[config.mk]
export PLATFORM = sky130hd
export DESIGN_NAME = puct_child_select_flat
export DESIGN_NICKNAME = d
export VERILOG_FILES = /design/src/rtl/puct_pkg.sv /design/src/rtl/puct_if.sv /design/src/rtl/puct_front.sv /design/src/rtl/puct_fifo.sv /design/src/rtl/puct_back.sv /design/src/rtl/puct_child_select.sv /design/src/flat_wrapper.sv
export SDC_FILE = /design/constraint.sdc
export NUM_CORES = 2
export LEC_CHECK = 0
export BUFFER_PORTS_ARGS = -buffer_cell sky130_fd_sc_hd__buf_4
export CAP_MARGIN = 20
export CELL_PAD_IN_SITES_DETAIL_PLACEMENT = 0
export CELL_PAD_IN_SITES_GLOBAL_PLACEMENT = 2
export CORE_UTILIZATION = 46
export CTS_CLUSTER_SIZE = 8
export DETAILED_ROUTE_END_ITERATION = 7
export PLACE_DENSITY_LB_ADDON = 0.1
export SKIP_CTS_REPAIR_TIMING = 1
export SYNTH_ARGS = -nofsm -noshare
export SYNTH_HDL_FRONTEND = slang
export SYNTH_SLANG_ARGS = --single-unit
[constraint.sdc]
create_clock -name clk -period 13.2 [get_ports clk]
set_clock_uncertainty 0.15 [all_clocks]
set_input_delay 0.66 -clock clk [delete_from_list [all_inputs] [get_ports clk]]
set_output_delay 0.66 -clock clk [all_outputs]
set_load 0.005 [all_outputs]
[src/rtl/puct_pkg.sv]
// Shared widths, constants and the queue entry type for the PUCT child selector.
`timescale 1ns / 1ps
package puct_pkg;

    localparam int PRIOR_W   = 17;
    localparam int VISIT_W   = 32;
    localparam int VALUE_W   = 48;
    localparam int GAIN_W    = 16;
    localparam int GAIN_FRAC = 12;
    localparam int IDX_W     = 8;
    localparam int SCORE_W   = 37;
    localparam int ROOT_W    = 32;
    localparam int GP_W      = GAIN_W + PRIOR_W - GAIN_FRAC;

    localparam logic [GAIN_W-1:0] GAIN_RESET = GAIN_W'(4096);

    localparam int DEF_MAX_CHILDREN = 256;
    localparam int QUEUE_DEPTH      = 2;

    localparam logic signed [SCORE_W-1:0] SCORE_MIN = {1'b1, {(SCORE_W-1){1'b0}}};
    localparam logic signed [SCORE_W-1:0] SCORE_MAX = {1'b0, {(SCORE_W-1){1'b1}}};

    typedef struct packed {
        logic [GP_W-1:0]    gain_prior;
        logic [VISIT_W-1:0] child_visits;
        logic [VALUE_W-1:0] child_value_sum;
        logic [VISIT_W-1:0] parent_visits;
        logic               last_child;
        logic               scored;
        logic [IDX_W-1:0]   index;
    } puct_item_t;

endpackage

[src/rtl/puct_if.sv]
// Channel interfaces: child input, selection result and gain write.
`timescale 1ns / 1ps
interface puct_in_if;
    logic                           valid;
    logic                           ready;
    logic [puct_pkg::PRIOR_W-1:0]   prior;
    logic [puct_pkg::VISIT_W-1:0]   child_visits;
    logic [puct_pkg::VALUE_W-1:0]   child_value_sum;
    logic [puct_pkg::VISIT_W-1:0]   parent_visits;
    logic                           last_child;

    modport source (output valid, prior, child_visits, child_value_sum, parent_visits,
                    last_child, input ready);
    modport sink (input valid, prior, child_visits, child_value_sum, parent_visits,
                  last_child, output ready);
endinterface

interface puct_out_if;
    logic                           valid;
    logic                           ready;
    logic [puct_pkg::IDX_W-1:0]     selected_child;
    logic [puct_pkg::SCORE_W-1:0]   win_score;

    modport source (output valid, selected_child, win_score, input ready);
    modport sink (input valid, selected_child, win_score, output ready);
endinterface

interface puct_cfg_if;
    logic                           valid;
    logic                           ready;
    logic [puct_pkg::GAIN_W-1:0]    exploration_gain;

    modport source (output valid, exploration_gain, input ready);
    modport sink (input valid, exploration_gain, output ready);
endinterface

[src/rtl/puct_front.sv]
// Front end: accept child beats, count positions, form c*P and push to the queue.
`timescale 1ns / 1ps
module puct_front #(
    parameter int MAX_CHILDREN = puct_pkg::DEF_MAX_CHILDREN
) (
    input  logic                clk,
    input  logic                rst_n,
    puct_cfg_if.sink            cfg,
    puct_in_if.sink             child_in,
    input  logic                full,
    output logic                push,
    output puct_pkg::puct_item_t item
);
    localparam int POS_W = $clog2(MAX_CHILDREN + 1);

    logic [puct_pkg::GAIN_W-1:0]                    gain_reg;
    logic [POS_W-1:0]                               pos_reg;
    logic [puct_pkg::GAIN_W+puct_pkg::PRIOR_W-1:0]  gp_full;
    logic [POS_W+puct_pkg::IDX_W-1:0]               pos_wide;
    logic                                           scored;

    assign cfg.ready      = 1'b1;
    assign child_in.ready = !full;
    assign push           = child_in.valid && child_in.ready;

    assign scored   = pos_reg < POS_W'(MAX_CHILDREN);
    assign pos_wide = (POS_W + puct_pkg::IDX_W)'(pos_reg);
    assign gp_full  = (puct_pkg::GAIN_W + puct_pkg::PRIOR_W)'(gain_reg)
                    * (puct_pkg::GAIN_W + puct_pkg::PRIOR_W)'(child_in.prior);

    always_comb
    begin
        item.gain_prior      = gp_full[puct_pkg::GAIN_W+puct_pkg::PRIOR_W-1:puct_pkg::GAIN_FRAC];
        item.child_visits    = child_in.child_visits;
        item.child_value_sum = child_in.child_value_sum;
        item.parent_visits   = child_in.parent_visits;
        item.last_child      = child_in.last_child;
        item.scored          = scored;
        item.index           = pos_wide[puct_pkg::IDX_W-1:0];
    end

    always_ff @(posedge clk or negedge rst_n)
    begin
        if (!rst_n)
        begin
            gain_reg <= puct_pkg::GAIN_RESET;
            pos_reg  <= '0;
        end
        else
        begin
            if (cfg.valid)
            begin
                gain_reg <= cfg.exploration_gain;
            end
            if (push)
            begin
                if (child_in.last_child)
                begin
                    pos_reg <= '0;
                end
                else if (scored)
                begin
                    pos_reg <= pos_reg + POS_W'(1);
                end
            end
        end
    end

endmodule

[src/rtl/puct_fifo.sv]
// Short queue between the front end and the scoring back end.
`timescale 1ns / 1ps
module puct_fifo (
    input  logic                 clk,
    input  logic                 rst_n,
    input  logic                 push,
    input  puct_pkg::puct_item_t item_in,
    output logic                 full,
    input  logic                 pop,
    output puct_pkg::puct_item_t item_out,
    output logic                 not_empty
);
    localparam int DEPTH = puct_pkg::QUEUE_DEPTH;
    localparam int PTR_W = (DEPTH > 1) ? $clog2(DEPTH) : 1;
    localparam int CNT_W = $clog2(DEPTH + 1);

    puct_pkg::puct_item_t mem_reg [DEPTH];
    logic [PTR_W-1:0]     wr_ptr_reg;
    logic [PTR_W-1:0]     rd_ptr_reg;
    logic [CNT_W-1:0]     count_reg;

    assign full      = count_reg == CNT_W'(DEPTH);
    assign not_empty = count_reg != '0;
    assign item_out  = mem_reg[rd_ptr_reg];

    always_ff @(posedge clk)
    begin
        if (push)
        begin
            mem_reg[wr_ptr_reg] <= item_in;
        end
    end

    always_ff @(posedge clk or negedge rst_n)
    begin
        if (!rst_n)
        begin
            wr_ptr_reg <= '0;
            rd_ptr_reg <= '0;
            count_reg  <= '0;
        end
        else
        begin
            if (push)
            begin
                wr_ptr_reg <= (wr_ptr_reg == PTR_W'(DEPTH - 1)) ? '0 : wr_ptr_reg + PTR_W'(1);
            end
            if (pop)
            begin
                rd_ptr_reg <= (rd_ptr_reg == PTR_W'(DEPTH - 1)) ? '0 : rd_ptr_reg + PTR_W'(1);
            end
            if (push && !pop)
            begin
                count_reg <= count_reg + CNT_W'(1);
            end
            else if (pop && !push)
            begin
                count_reg <= count_reg - CNT_W'(1);
            end
        end
    end

    a_no_overflow: assert property (@(posedge clk) disable iff (!rst_n)
        push |-> count_reg != CNT_W'(DEPTH) || pop)
        else $error("queue push while full");
    a_no_underflow: assert property (@(posedge clk) disable iff (!rst_n)
        pop |-> count_reg != '0)
        else $error("queue pop while empty");

endmodule

[src/rtl/puct_back.sv]
// Back end: divide, square root, multiply, score, keep the running best, emit.
`timescale 1ns / 1ps
module puct_back (
    input  logic                 clk,
    input  logic                 rst_n,
    input  logic                 not_empty,
    input  puct_pkg::puct_item_t item,
    output logic                 pop,
    puct_out_if.source           result
);
    localparam int Q_STEPS = puct_pkg::VALUE_W;
    localparam int E_STEPS = puct_pkg::SCORE_W;
    localparam int CNT_W   = $clog2(Q_STEPS);
    localparam int DVS_W   = puct_pkg::VISIT_W + 1;
    localparam int QV_W    = puct_pkg::VALUE_W + 1;
    localparam int DIFF_W  = QV_W + 1;
    localparam int SREM_W  = puct_pkg::ROOT_W + 2;
    localparam int PAD_W   = puct_pkg::VALUE_W - puct_pkg::SCORE_W;
    localparam int PROD_W  = puct_pkg::GP_W + puct_pkg::ROOT_W;

    localparam logic [2:0] ST_IDLE   = 3'd0;
    localparam logic [2:0] ST_DIV_Q  = 3'd1;
    localparam logic [2:0] ST_MUL    = 3'd2;
    localparam logic [2:0] ST_DIV_E  = 3'd3;
    localparam logic [2:0] ST_SCORE  = 3'd4;
    localparam logic [2:0] ST_UPDATE = 3'd5;

    localparam logic signed [DIFF_W-1:0] DIFF_MAX =
        {{(DIFF_W-puct_pkg::SCORE_W){1'b0}}, puct_pkg::SCORE_MAX};
    localparam logic signed [DIFF_W-1:0] DIFF_MIN =
        {{(DIFF_W-puct_pkg::SCORE_W){1'b1}}, puct_pkg::SCORE_MIN};

    logic [2:0]                           state_reg;
    logic [CNT_W-1:0]                     cnt_reg;
    logic                                 have_best_reg;
    logic signed [puct_pkg::SCORE_W-1:0]  lead_score_reg;
    logic [puct_pkg::IDX_W-1:0]           best_index_reg;
    logic                                 out_valid_reg;
    logic [puct_pkg::IDX_W-1:0]           out_index_reg;
    logic [puct_pkg::SCORE_W-1:0]         out_score_reg;

    puct_pkg::puct_item_t                 item_reg;
    logic [puct_pkg::VALUE_W-1:0]         quo_reg;
    logic [DVS_W-1:0]                     rem_reg;
    logic [DVS_W-1:0]                     dvs_reg;
    logic [puct_pkg::VISIT_W-1:0]         rad_reg;
    logic [puct_pkg::ROOT_W-1:0]          root_reg;
    logic [SREM_W-1:0]                    srem_reg;
    logic signed [QV_W-1:0]               q_reg;
    logic signed [puct_pkg::SCORE_W-1:0]  sc_reg;

    logic [DVS_W:0]                       rem_sh;
    logic                                 div_ge;
    logic [DVS_W:0]                       rem_sub;
    logic [SREM_W+1:0]                    srem_sh;
    logic [SREM_W+1:0]                    trial;
    logic                                 sq_ge;
    logic [SREM_W+1:0]                    srem_sub;
    logic [puct_pkg::VALUE_W-1:0]         mag_in;
    logic [QV_W-1:0]                      qm_ext;
    logic [PROD_W-1:0]                    prod;
    logic signed [DIFF_W-1:0]             diff;
    logic                                 take;
    logic                                 can_finish;
    logic                                 emit;

    // Restoring divider step, one quotient bit per cycle.
    assign rem_sh  = {rem_reg, quo_reg[puct_pkg::VALUE_W-1]};
    assign div_ge  = rem_sh >= {1'b0, dvs_reg};
    assign rem_sub = rem_sh - {1'b0, dvs_reg};

    // Digit-by-digit square root step, two radicand bits per cycle.
    assign srem_sh  = {srem_reg, rad_reg[puct_pkg::VISIT_W-1 -: 2]};
    assign trial    = (SREM_W + 2)'({root_reg, 2'b01});
    assign sq_ge    = srem_sh >= trial;
    assign srem_sub = srem_sh - trial;

    assign mag_in = item.child_value_sum[puct_pkg::VALUE_W-1]
                  ? (~item.child_value_sum + puct_pkg::VALUE_W'(1))
                  : item.child_value_sum;
    assign qm_ext = {1'b0, quo_reg};
    assign prod   = PROD_W'(item_reg.gain_prior) * PROD_W'(root_reg);
    assign diff   = $signed(DIFF_W'(quo_reg[puct_pkg::SCORE_W-1:0]))
                  - $signed({q_reg[QV_W-1], q_reg});

    assign take       = item_reg.scored && (!have_best_reg || sc_reg > lead_score_reg);
    assign can_finish = !item_reg.last_child || !out_valid_reg || result.ready;
    assign emit       = (state_reg == ST_UPDATE) && can_finish && item_reg.last_child;
    assign pop        = (state_reg == ST_IDLE) && not_empty;

    assign result.valid          = out_valid_reg;
    assign result.selected_child = out_index_reg;
    assign result.win_score      = out_score_reg;

    always_ff @(posedge clk or negedge rst_n)
    begin
        if (!rst_n)
        begin
            state_reg      <= ST_IDLE;
            cnt_reg        <= '0;
            have_best_reg  <= 1'b0;
            lead_score_reg <= puct_pkg::SCORE_MIN;
            best_index_reg <= '0;
            out_valid_reg  <= 1'b0;
            out_index_reg  <= '0;
            out_score_reg  <= '0;
        end
        else
        begin
            if (emit)
            begin
                out_valid_reg <= 1'b1;
            end
            else if (result.ready)
            begin
                out_valid_reg <= 1'b0;
            end
            unique case (state_reg)
                ST_IDLE:
                begin
                    cnt_reg <= '0;
                    if (not_empty)
                    begin
                        state_reg <= item.scored ? ST_DIV_Q : ST_UPDATE;
                    end
                end
                ST_DIV_Q:
                begin
                    cnt_reg <= cnt_reg + CNT_W'(1);
                    if (cnt_reg == CNT_W'(Q_STEPS - 1))
                    begin
                        state_reg <= ST_MUL;
                    end
                end
                ST_MUL:
                begin
                    cnt_reg   <= '0;
                    state_reg <= ST_DIV_E;
                end
                ST_DIV_E:
                begin
                    cnt_reg <= cnt_reg + CNT_W'(1);
                    if (cnt_reg == CNT_W'(E_STEPS - 1))
                    begin
                        state_reg <= ST_SCORE;
                    end
                end
                ST_SCORE:
                begin
                    state_reg <= ST_UPDATE;
                end
                ST_UPDATE:
                begin
                    if (can_finish)
                    begin
                        state_reg <= ST_IDLE;
                        if (item_reg.last_child)
                        begin
                            out_index_reg  <= take ? item_reg.index : best_index_reg;
                            out_score_reg  <= take ? sc_reg : lead_score_reg;
                            have_best_reg  <= 1'b0;
                            lead_score_reg <= puct_pkg::SCORE_MIN;
                            best_index_reg <= '0;
                        end
                        else if (take)
                        begin
                            have_best_reg  <= 1'b1;
                            lead_score_reg <= sc_reg;
                            best_index_reg <= item_reg.index;
                        end
                    end
                end
                default:
                begin
                    state_reg <= ST_IDLE;
                end
            endcase
        end
    end

    always_ff @(posedge clk)
    begin
        unique case (state_reg)
            ST_IDLE:
            begin
                if (not_empty)
                begin
                    item_reg <= item;
                    quo_reg  <= mag_in;
                    rem_reg  <= '0;
                    dvs_reg  <= DVS_W'(item.child_visits);
                    rad_reg  <= item.parent_visits;
                    root_reg <= '0;
                    srem_reg <= '0;
                end
            end
            ST_DIV_Q:
            begin
                quo_reg <= {quo_reg[puct_pkg::VALUE_W-2:0], div_ge};
                rem_reg <= div_ge ? rem_sub[DVS_W-1:0] : rem_sh[DVS_W-1:0];
                if (cnt_reg < CNT_W'(puct_pkg::ROOT_W))
                begin
                    rad_reg  <= {rad_reg[puct_pkg::VISIT_W-3:0], 2'b00};
                    root_reg <= {root_reg[puct_pkg::ROOT_W-2:0], sq_ge};
                    srem_reg <= sq_ge ? srem_sub[SREM_W-1:0] : srem_sh[SREM_W-1:0];
                end
            end
            ST_MUL:
            begin
                // Zero visits means no value term.
                if (item_reg.child_visits == '0)
                begin
                    q_reg <= '0;
                end
                else if (item_reg.child_value_sum[puct_pkg::VALUE_W-1])
                begin
                    q_reg <= -$signed(qm_ext);
                end
                else
                begin
                    q_reg <= $signed(qm_ext);
                end
                quo_reg <= {prod[PROD_W-1:16], {PAD_W{1'b0}}};
                rem_reg <= '0;
                dvs_reg <= DVS_W'(item_reg.child_visits) + DVS_W'(1);
            end
            ST_DIV_E:
            begin
                quo_reg <= {quo_reg[puct_pkg::VALUE_W-2:0], div_ge};
                rem_reg <= div_ge ? rem_sub[DVS_W-1:0] : rem_sh[DVS_W-1:0];
            end
            ST_SCORE:
            begin
                if (diff > DIFF_MAX)
                begin
                    sc_reg <= puct_pkg::SCORE_MAX;
                end
                else if (diff < DIFF_MIN)
                begin
                    sc_reg <= puct_pkg::SCORE_MIN;
                end
                else
                begin
                    sc_reg <= diff[puct_pkg::SCORE_W-1:0];
                end
            end
            default:
            begin
            end
        endcase
    end

    a_emit_clears: assert property (@(posedge clk) disable iff (!rst_n)
        emit |=> !have_best_reg && lead_score_reg == puct_pkg::SCORE_MIN)
        else $error("running best not cleared after a result");
    a_valid_from_update: assert property (@(posedge clk) disable iff (!rst_n)
        out_valid_reg && !$past(out_valid_reg) |-> $past(state_reg) == ST_UPDATE)
        else $error("result raised outside the update step");
    a_pop_only_idle: assert property (@(posedge clk) disable iff (!rst_n)
        pop |=> state_reg != ST_IDLE)
        else $error("popped item not taken up");

endmodule

[src/rtl/puct_child_select.sv]
// Top level of the PUCT child selector: front end, queue and scoring back end.
`timescale 1ns / 1ps
//
//  channel    dir  beat carries
//  cfg        in   exploration_gain (Q4.12), always ready
//  child_in   in   prior, child_visits, child_value_sum, parent_visits, last_child
//  result     out  selected_child, win_score (one beat per last child)
//
//  A scored child passes through the back end in order: the Q division (the square
//  root of the parent count runs alongside), a multiply step, the exploration
//  division, then score, update and the idle pick-up. Both divisions share one
//  restoring divider, which sets the rate. Children past MAX_CHILDREN skip to update.
//  Reset clears the running best, the position count and the queue; gain goes to 1.0.
//  The front end keeps taking children while the two-entry queue has room, and a
//  waiting result in the output register stalls only a later last child.
//
module puct_child_select #(
    parameter int MAX_CHILDREN = puct_pkg::DEF_MAX_CHILDREN
) (
    input  logic        clk,
    input  logic        rst_n,
    puct_cfg_if.sink    cfg,
    puct_in_if.sink     child_in,
    puct_out_if.source  result
);
    puct_pkg::puct_item_t push_item;
    puct_pkg::puct_item_t head_item;
    logic                 push;
    logic                 full;
    logic                 pop;
    logic                 not_empty;

    // Classify and count positions, form c*P once per child.
    puct_front #(
        .MAX_CHILDREN (MAX_CHILDREN)
    ) u_front (
        .clk      (clk),
        .rst_n    (rst_n),
        .cfg      (cfg),
        .child_in (child_in),
        .full     (full),
        .push     (push),
        .item     (push_item)
    );

    // Decouple acceptance from the long scoring run.
    puct_fifo u_fifo (
        .clk       (clk),
        .rst_n     (rst_n),
        .push      (push),
        .item_in   (push_item),
        .full      (full),
        .pop       (pop),
        .item_out  (head_item),
        .not_empty (not_empty)
    );

    // Score each child, hold the running best, drive the result register.
    puct_back u_back (
        .clk       (clk),
        .rst_n     (rst_n),
        .not_empty (not_empty),
        .item      (head_item),
        .pop       (pop),
        .result    (result)
    );

endmodule

[src/flat_wrapper.sv]
// flat-port wrapper written by rule: the top's interface ports become plain ports
module puct_child_select_flat 
#(
    parameter int MAX_CHILDREN = puct_pkg::DEF_MAX_CHILDREN
)
  (clk, rst_n, cfg_valid, cfg_exploration_gain, cfg_ready, child_in_valid, child_in_prior, child_in_child_visits, child_in_child_value_sum, child_in_parent_visits, child_in_last_child, child_in_ready, result_valid, result_selected_child, result_win_score, result_ready);
  puct_cfg_if cfg_i ();
  puct_in_if child_in_i ();
  puct_out_if result_i ();
  input  logic clk;
  input  logic rst_n;
  input wire logic [$bits(cfg_i.valid)-1:0] cfg_valid;
  input wire logic [$bits(cfg_i.exploration_gain)-1:0] cfg_exploration_gain;
  output wire logic [$bits(cfg_i.ready)-1:0] cfg_ready;
  input wire logic [$bits(child_in_i.valid)-1:0] child_in_valid;
  input wire logic [$bits(child_in_i.prior)-1:0] child_in_prior;
  input wire logic [$bits(child_in_i.child_visits)-1:0] child_in_child_visits;
  input wire logic [$bits(child_in_i.child_value_sum)-1:0] child_in_child_value_sum;
  input wire logic [$bits(child_in_i.parent_visits)-1:0] child_in_parent_visits;
  input wire logic [$bits(child_in_i.last_child)-1:0] child_in_last_child;
  output wire logic [$bits(child_in_i.ready)-1:0] child_in_ready;
  output wire logic [$bits(result_i.valid)-1:0] result_valid;
  output wire logic [$bits(result_i.selected_child)-1:0] result_selected_child;
  output wire logic [$bits(result_i.win_score)-1:0] result_win_score;
  input wire logic [$bits(result_i.ready)-1:0] result_ready;
  assign cfg_i.valid = cfg_valid;
  assign cfg_i.exploration_gain = cfg_exploration_gain;
  assign cfg_ready = cfg_i.ready;
  assign child_in_i.valid = child_in_valid;
  assign child_in_i.prior = child_in_prior;
  assign child_in_i.child_visits = child_in_child_visits;
  assign child_in_i.child_value_sum = child_in_child_value_sum;
  assign child_in_i.parent_visits = child_in_parent_visits;
  assign child_in_i.last_child = child_in_last_child;
  assign child_in_ready = child_in_i.ready;
  assign result_valid = result_i.valid;
  assign result_selected_child = result_i.selected_child;
  assign result_win_score = result_i.win_score;
  assign result_i.ready = result_ready;
  puct_child_select #(.MAX_CHILDREN(MAX_CHILDREN)) u_core (.clk(clk), .rst_n(rst_n), .cfg(cfg_i), .child_in(child_in_i), .result(result_i));
endmodule
Word-level counts from Yosys, hierarchy flattened
Memories as Yosys holds them, arrays and structs flattened.
Cells that the tools add are included.
{"block": "word_totals", "ff_bits": 539, "mem_bits_rw": 286, "inputBits": 151, "output_inout_bits": 48, "elab_cells": 147, "mem_count": 1}
{"memory": "u_core.u_fifo.mem_reg", "words": 2, "width": 143, "rd": 1, "rd_ports_with_merged_regs": 0, "wr": 1, "line": "puct_fifo.sv:17", "rtl": "puct_pkg::puct_item_t mem_reg [DEPTH];"}
{"block": "op_classes", "n_addsub": 12, "multipliers": 2, "order_cmp": 7, "n_eq_ne": 13, "muxes": 43, "n_bitwise": 2, "n_reduce_logical": 39}
{"cell": "$mux 48", "n": 3}
{"cell": "$pmux 48 s3", "n": 1}
{"cell": "$mux 32", "n": 4}
{"cell": "$pmux 32 s2", "n": 2}
{"cell": "$mux 37", "n": 3}
{"cell": "$mux 34", "n": 3}
{"cell": "$mux 33", "n": 3}
{"cell": "$pmux 33 s3", "n": 1}
{"cell": "$pmux 34 s2", "n": 1}
{"cell": "$pmux 33 s2", "n": 1}
{"cell": "$mul 21x32->53", "n": 1}
{"cell": "$gt 50x37->1 const B", "n": 1}
{"cell": "$lt 50x37->1 const B", "n": 1}
{"cell": "$sub 38x49->50", "n": 1}
{"cell": "$neg 48->49", "n": 1}
{"cell": "$add 48x1->48 const B", "n": 1}
{"cell": "$not 48->48", "n": 1}
{"cell": "$gt 37x37->1", "n": 1}
{"cell": "$ge 36x34->1", "n": 1}
{"cell": "$ge 34x33->1", "n": 1}
{"cell": "$sub 34x34->34", "n": 1}
{"cell": "$add 32x1->33 const B", "n": 1}
{"cell": "$mul 16x17->33", "n": 1}
{"cell": "$sub 33x33->33", "n": 1}
{"cell": "other kinds (32)", "n": 82}

Depth between registers and ports, before layout
{"block": "depth", "ltp_word": 7, "depth_mapped": 29, "mapped_depth_nobuf": 28}

Modules after synthesis
Synthesis repeated with hierarchy kept, for this count alone.
{"block": "unflattened", "cells_unflattened": 6847, "hier_area_um2": 70233.6}
{"module": "puct_back", "n_inst": 1, "cells_per_inst": 5143, "area_per_inst_um2": 48574.1, "seq_area_each_um2": 13399.1}
{"module": "puct_front", "n_inst": 1, "cells_per_inst": 1243, "area_per_inst_um2": 10916.7, "seq_area_each_um2": 626.9}
{"module": "puct_fifo", "n_inst": 1, "cells_per_inst": 461, "area_per_inst_um2": 10742.8, "seq_area_each_um2": 8688.3}

Worst setup path before layout
Ideal clock, no wire load.
{"block": "synth_path", "path_type": "register to register", "from": "reg u_core.u_back.state_reg[2]", "to": "reg u_core.u_back.rad_reg[0] (netlist name), enable pin", "setup_time_ns": 0.690, "t_arrival_ns": 8.130, "t_required_ns": 12.360, "slack_ns": 4.230, "path_stages_with_launch": 7, "n_path_buf": 3, "period_less_slack_ns": 8.970, "path_cell_list": "dfrtp_1 > clkbuf_1 > nand2b_1 > clkbuf_1 > or2_2 > clkbuf_1 > o21ai_0"}
{"block": "synth_between", "elab_chain_len": 3, "word_cells_on_any_way": 6, "cone_classes": "eq/ne: 3; reduce/logical: 3"}
{"item": "start, declared", "line": "puct_back.sv:33", "rtl": "logic [2:0] state_reg;"}
{"item": "start signal, assigned", "line": "puct_back.sv:124", "rtl": "state_reg <= item.scored ? ST_DIV_Q : ST_UPDATE;"}
{"item": "$eq 3x1->1 / $logic_not 3->1 (equally long branches)", "line": "puct_back.sv:183", "rtl": "unique case (state_reg)"}
{"item": "$ne 2x2->1 (no source line) / $reduce_bool 2->1 (equally long branches)"}
{"item": "$reduce_and 3->1 (no source line) *"}
{"item": "end signal, assigned", "line": "puct_back.sv:192", "rtl": "rad_reg <= item.parent_visits;"}
{"item": "end signal, assigned", "line": "puct_back.sv:203", "rtl": "rad_reg <= {rad_reg[puct_pkg::VISIT_W-3:0], 2'b00};"}
{"item": "end, declared", "line": "puct_back.sv:46", "rtl": "logic [puct_pkg::VISIT_W-1:0] rad_reg;"}
Mark *: on every way between the ends. The rest lies on a longest branch, timed or not.
A chain may end at the register's enable or synchronous reset.

Final worst setup path
{"block": "layout_path", "from": "reg u_core.u_back.item_reg[126] (netlist name)", "to": "reg u_core.u_back.quo_reg[45] (netlist name) (data pin)"}
{"block": "layout_between", "elab_chain_len": 2}
{"item": "start, declared", "line": "puct_back.sv:42", "rtl": "puct_pkg::puct_item_t item_reg;"}
{"item": "start signal, assigned", "line": "puct_back.sv:188", "rtl": "item_reg <= item;"}
{"item": "$mul 21x32->53", "line": "puct_back.sv:82", "rtl": "assign prod = PROD_W'(item_reg.gain_prior) * PROD_W'(root_reg);"}
{"item": "$pmux 48 s3", "line": "puct_back.sv:183"}
{"item": "end signal, assigned", "line": "puct_back.sv:189", "rtl": "quo_reg <= mag_in;"}
{"item": "end signal, assigned", "line": "puct_back.sv:199", "rtl": "quo_reg <= {quo_reg[puct_pkg::VALUE_W-2:0], div_ge};"}
{"item": "end signal, assigned", "line": "puct_back.sv:223", "rtl": "quo_reg <= {prod[PROD_W-1:16], {PAD_W{1'b0}}};"}
{"item": "end, declared", "line": "puct_back.sv:43", "rtl": "logic [puct_pkg::VALUE_W-1:0] quo_reg;"}
No other way between the ends.

==> impl_metrics.yaml <==
status:
  status: "completed"
logic_synthesis:
  syn_inst: 6832
  yosysSeqAreaShare: 0.3289
  synthTopCellsByCount: "1061 x inv_1, 775 x fa_1, 697 x nand2_1"
  netlist.area_leader.share: 0.2818
  synth_top_area_cell: "edfxtp_1"
  synthTopCellsByArea: "edfxtp_1 28%, fa_1 22%, ha_1 7.4%"
  yosys_most_used_dff: "edfxtp_1"
  ys_types: 80
  yosysMostFrequentCell: "inv_1"
  synthArstFlopShare: 0.1671
  syn_nets: 8169
  synth_edf_count: 648
  netlist_area_um2: 69060
  yosysWarnings: 0
  avgSynthCellArea_um2: 10.11
  synth-seq-cells: 778
drt:
  vias: 47940
  ant_nets: 0
  drcViolationCount: 0
  drtIter0Drc: 2571
  via_per_inst: 5.289
  routedWlPerCell_um: 19.36
  drt_wl_total_mm: 175.5
  first_pass_iters: 5
timing:
  min_period_ns: 9.106
  rsz0062_at_grt: "false"
  final.setup.tns_ns: 0
  final-setup-viol-count: 0
  maxSlewViolCount: 0
  maxSlewHeadroom: 0.2116
  finalCritPeriodShare: 0.6898
  clock.fmax_mhz: 109.8
  hold_viol_final: 0
  worst_pin_slew_ns: 1.183
die:
  ios: 199
  initial_utilization: 0.4654
  die_area_um2: 151700
  die_h_um: 389.5
  rows: 141
  die_w_um: 389.5
  core_um2: 148400
grt:
  grt_use_total: 0.2337
  met1_usage: 0.3255
  grt_max_degree: 92
  antenna_found_initial: 1
  use_met3: 0.02169
  met2_usage: 0.3901
  grt_pass1_vias: 48970
  overflow: 0
  grt.busiest_layer: "met2"
  grt_first_pass_wirelength_mm: 279.5
setup_path:
  max_stage_delay_ns: 1.06
  critPathLaunch: "u_core.u_back.item_reg[126]"
  reg2regPathDepth: 25
  required_ns: 13.51
  r2r_setup_slack_ns: 4.09
  crit_family: "adder cells"
  endpoint_kind: "flop"
  path_max_fanout: 32
  crit_path_top_delay_cell: "edfxtp_1"
  arrival_ns: 9.41
  critPathBufInv: 4
  cp-start-kind: "flop"
  timing.rr.end: "u_core.u_back.quo_reg[45]"
  r2r_start: "u_core.u_back.item_reg[126]"
  critPathKind: "reg2reg"
  crit_top_cell: "fa_1"
flow_run:
  drv_cap: 0
clock_tree:
  root_buffer: "clkbuf_16"
  worst_skew_pair.late_latency_ns: 0.76
  cts_tree: "done"
  clockBufferDepth: 3
  cts_buffers: 112
  htree_levels: 3
  cts.sinks: 778
  path_clk_slew_ns: 0.06
min_path:
  hold_depth: 2
  min_from: "cfg_exploration_gain[13]"
  holdPathEnd: "u_core.u_front.gain_reg[13]"
  hold_class: "in2reg"
place:
  gp_congestion: 0.8411
  dp_hpwl_mm: 128.2
  io_buffer_count: 197
final_layout:
  area_growth_pct: 11.53
  fin_nets: 8346
  drive_above_1_share: 0.07689
  largest_reg_flops: 286
  fillers: 13420
worst max path at each step:
stage	to	slack, ns	depth (start not counted)
after CTS	u_core.u_back.quo_reg[45]	4.02	25
after global routing	u_core.u_back.quo_reg[44]	3.55	25
after floorplan	u_core.u_back.rad_reg[0]	4.23	6
after global placement	u_core.u_back.quo_reg[41]	4.15	25
after detailed placement	u_core.u_back.quo_reg[45]	4.00	25
final	u_core.u_back.quo_reg[45]	4.09	25
routing by layer:
metal / up-vias / wire length, um
met3: 221 / 5838
li1: 22800 / -
met1: 24050 / 81080
met4: 2 / 4100
met2: 876 / 84460
met5: - / 13
stage by stage:
| step | hold WS, ns | utilization | setup slack, ns | instance area [um2] | cells |
|---|---|---|---|---|---|
| after floorplan | 0.2144 | - | 4.230 | 69060 | 6832 |
| after global placement | 0.3473 | 0.4888 | 4.145 | 72530 | 8780 |
| after detailed placement | 0.3608 | 0.4888 | 4.002 | 72530 | 8780 |
| after CTS | -0.2049 | 0.5111 | 4.017 | 75830 | 8947 |
| after global routing | 0.001124 | 0.5191 | 3.553 | 77010 | 9064 |
| final | 0.01630 | 0.5191 | 4.095 | 77020 | 9065 |
layout by cell type, fill, tap and decap left out, types with 20 or more instances in the layout:
| cell | synthesis | final |
|---|---|---|
| dlygate4sd3_1 | 0 | 114 |
| inv_1 | 1061 | 1060 |
| a21oi_1 | 276 | 275 |
| nor4_1 | 20 | 20 |
| buf_4 | 1 | 274 |
| o21bai_1 | 20 | 20 |
| nor2b_1 | 27 | 27 |
| nor2_1 | 402 | 397 |
| mux2_2 | 83 | 83 |
| a21o_1 | 122 | 122 |
| nand2_1 | 697 | 695 |
| mux2i_1 | 130 | 129 |
| nand3_1 | 59 | 59 |
| xnor2_1 | 126 | 126 |
| edfxtp_1 | 648 | 648 |
| o21ai_0 | 185 | 184 |
| and3_1 | 33 | 32 |
| o21a_1 | 38 | 38 |
| nand2b_1 | 34 | 33 |
| xor2_1 | 137 | 137 |
| o31ai_1 | 27 | 26 |
| a31oi_1 | 28 | 28 |
| o22ai_1 | 60 | 60 |
| clkbuf_16 | 0 | 112 |
| clkbuf_1 | 311 | 36 |
| a211oi_1 | 21 | 21 |
| nand4_1 | 36 | 36 |
| fa_1 | 775 | 775 |
| nor3_1 | 214 | 214 |
| a22o_1 | 46 | 46 |
| and2_1 | 448 | 448 |
| ha_1 | 411 | 411 |
| dfrtp_1 | 128 | 127 |
kinds of logic (layout without fill, tap and decap cells):
kind of cell               count (synthesis)  after routing  synth area share
xor gates and xnor gates                 263            263           0.03336
buffers and inverters                   1391           1621           0.07568
muxes                                    213            213           0.03238
DFF                                      778            778            0.3289
AOI/OAI and AO/OA                        950            950           0.08800
and+or+nand+nor                         2050           2050            0.1425
other                                      1              2        0.00005430
adders and majority gates               1186           1186            0.2991
area by class of cell:
class                   instances  area [um2]  area share
well taps                    2002        2505     0.03252
repair buffers                392        3254     0.04226
diodes                          1       2.502  0.00003249
clock inverters                17       332.8    0.004321
clock buffers                 150        2965     0.03850
inverters                    1062        3990     0.05181
multi-input cells            4663       41250      0.5356
flip-flops and latches        778       22720      0.2950
Power is left out: the tool's default activity adds up to more than one toggle a clock period on the data nets, which glitch-free logic cannot reach.
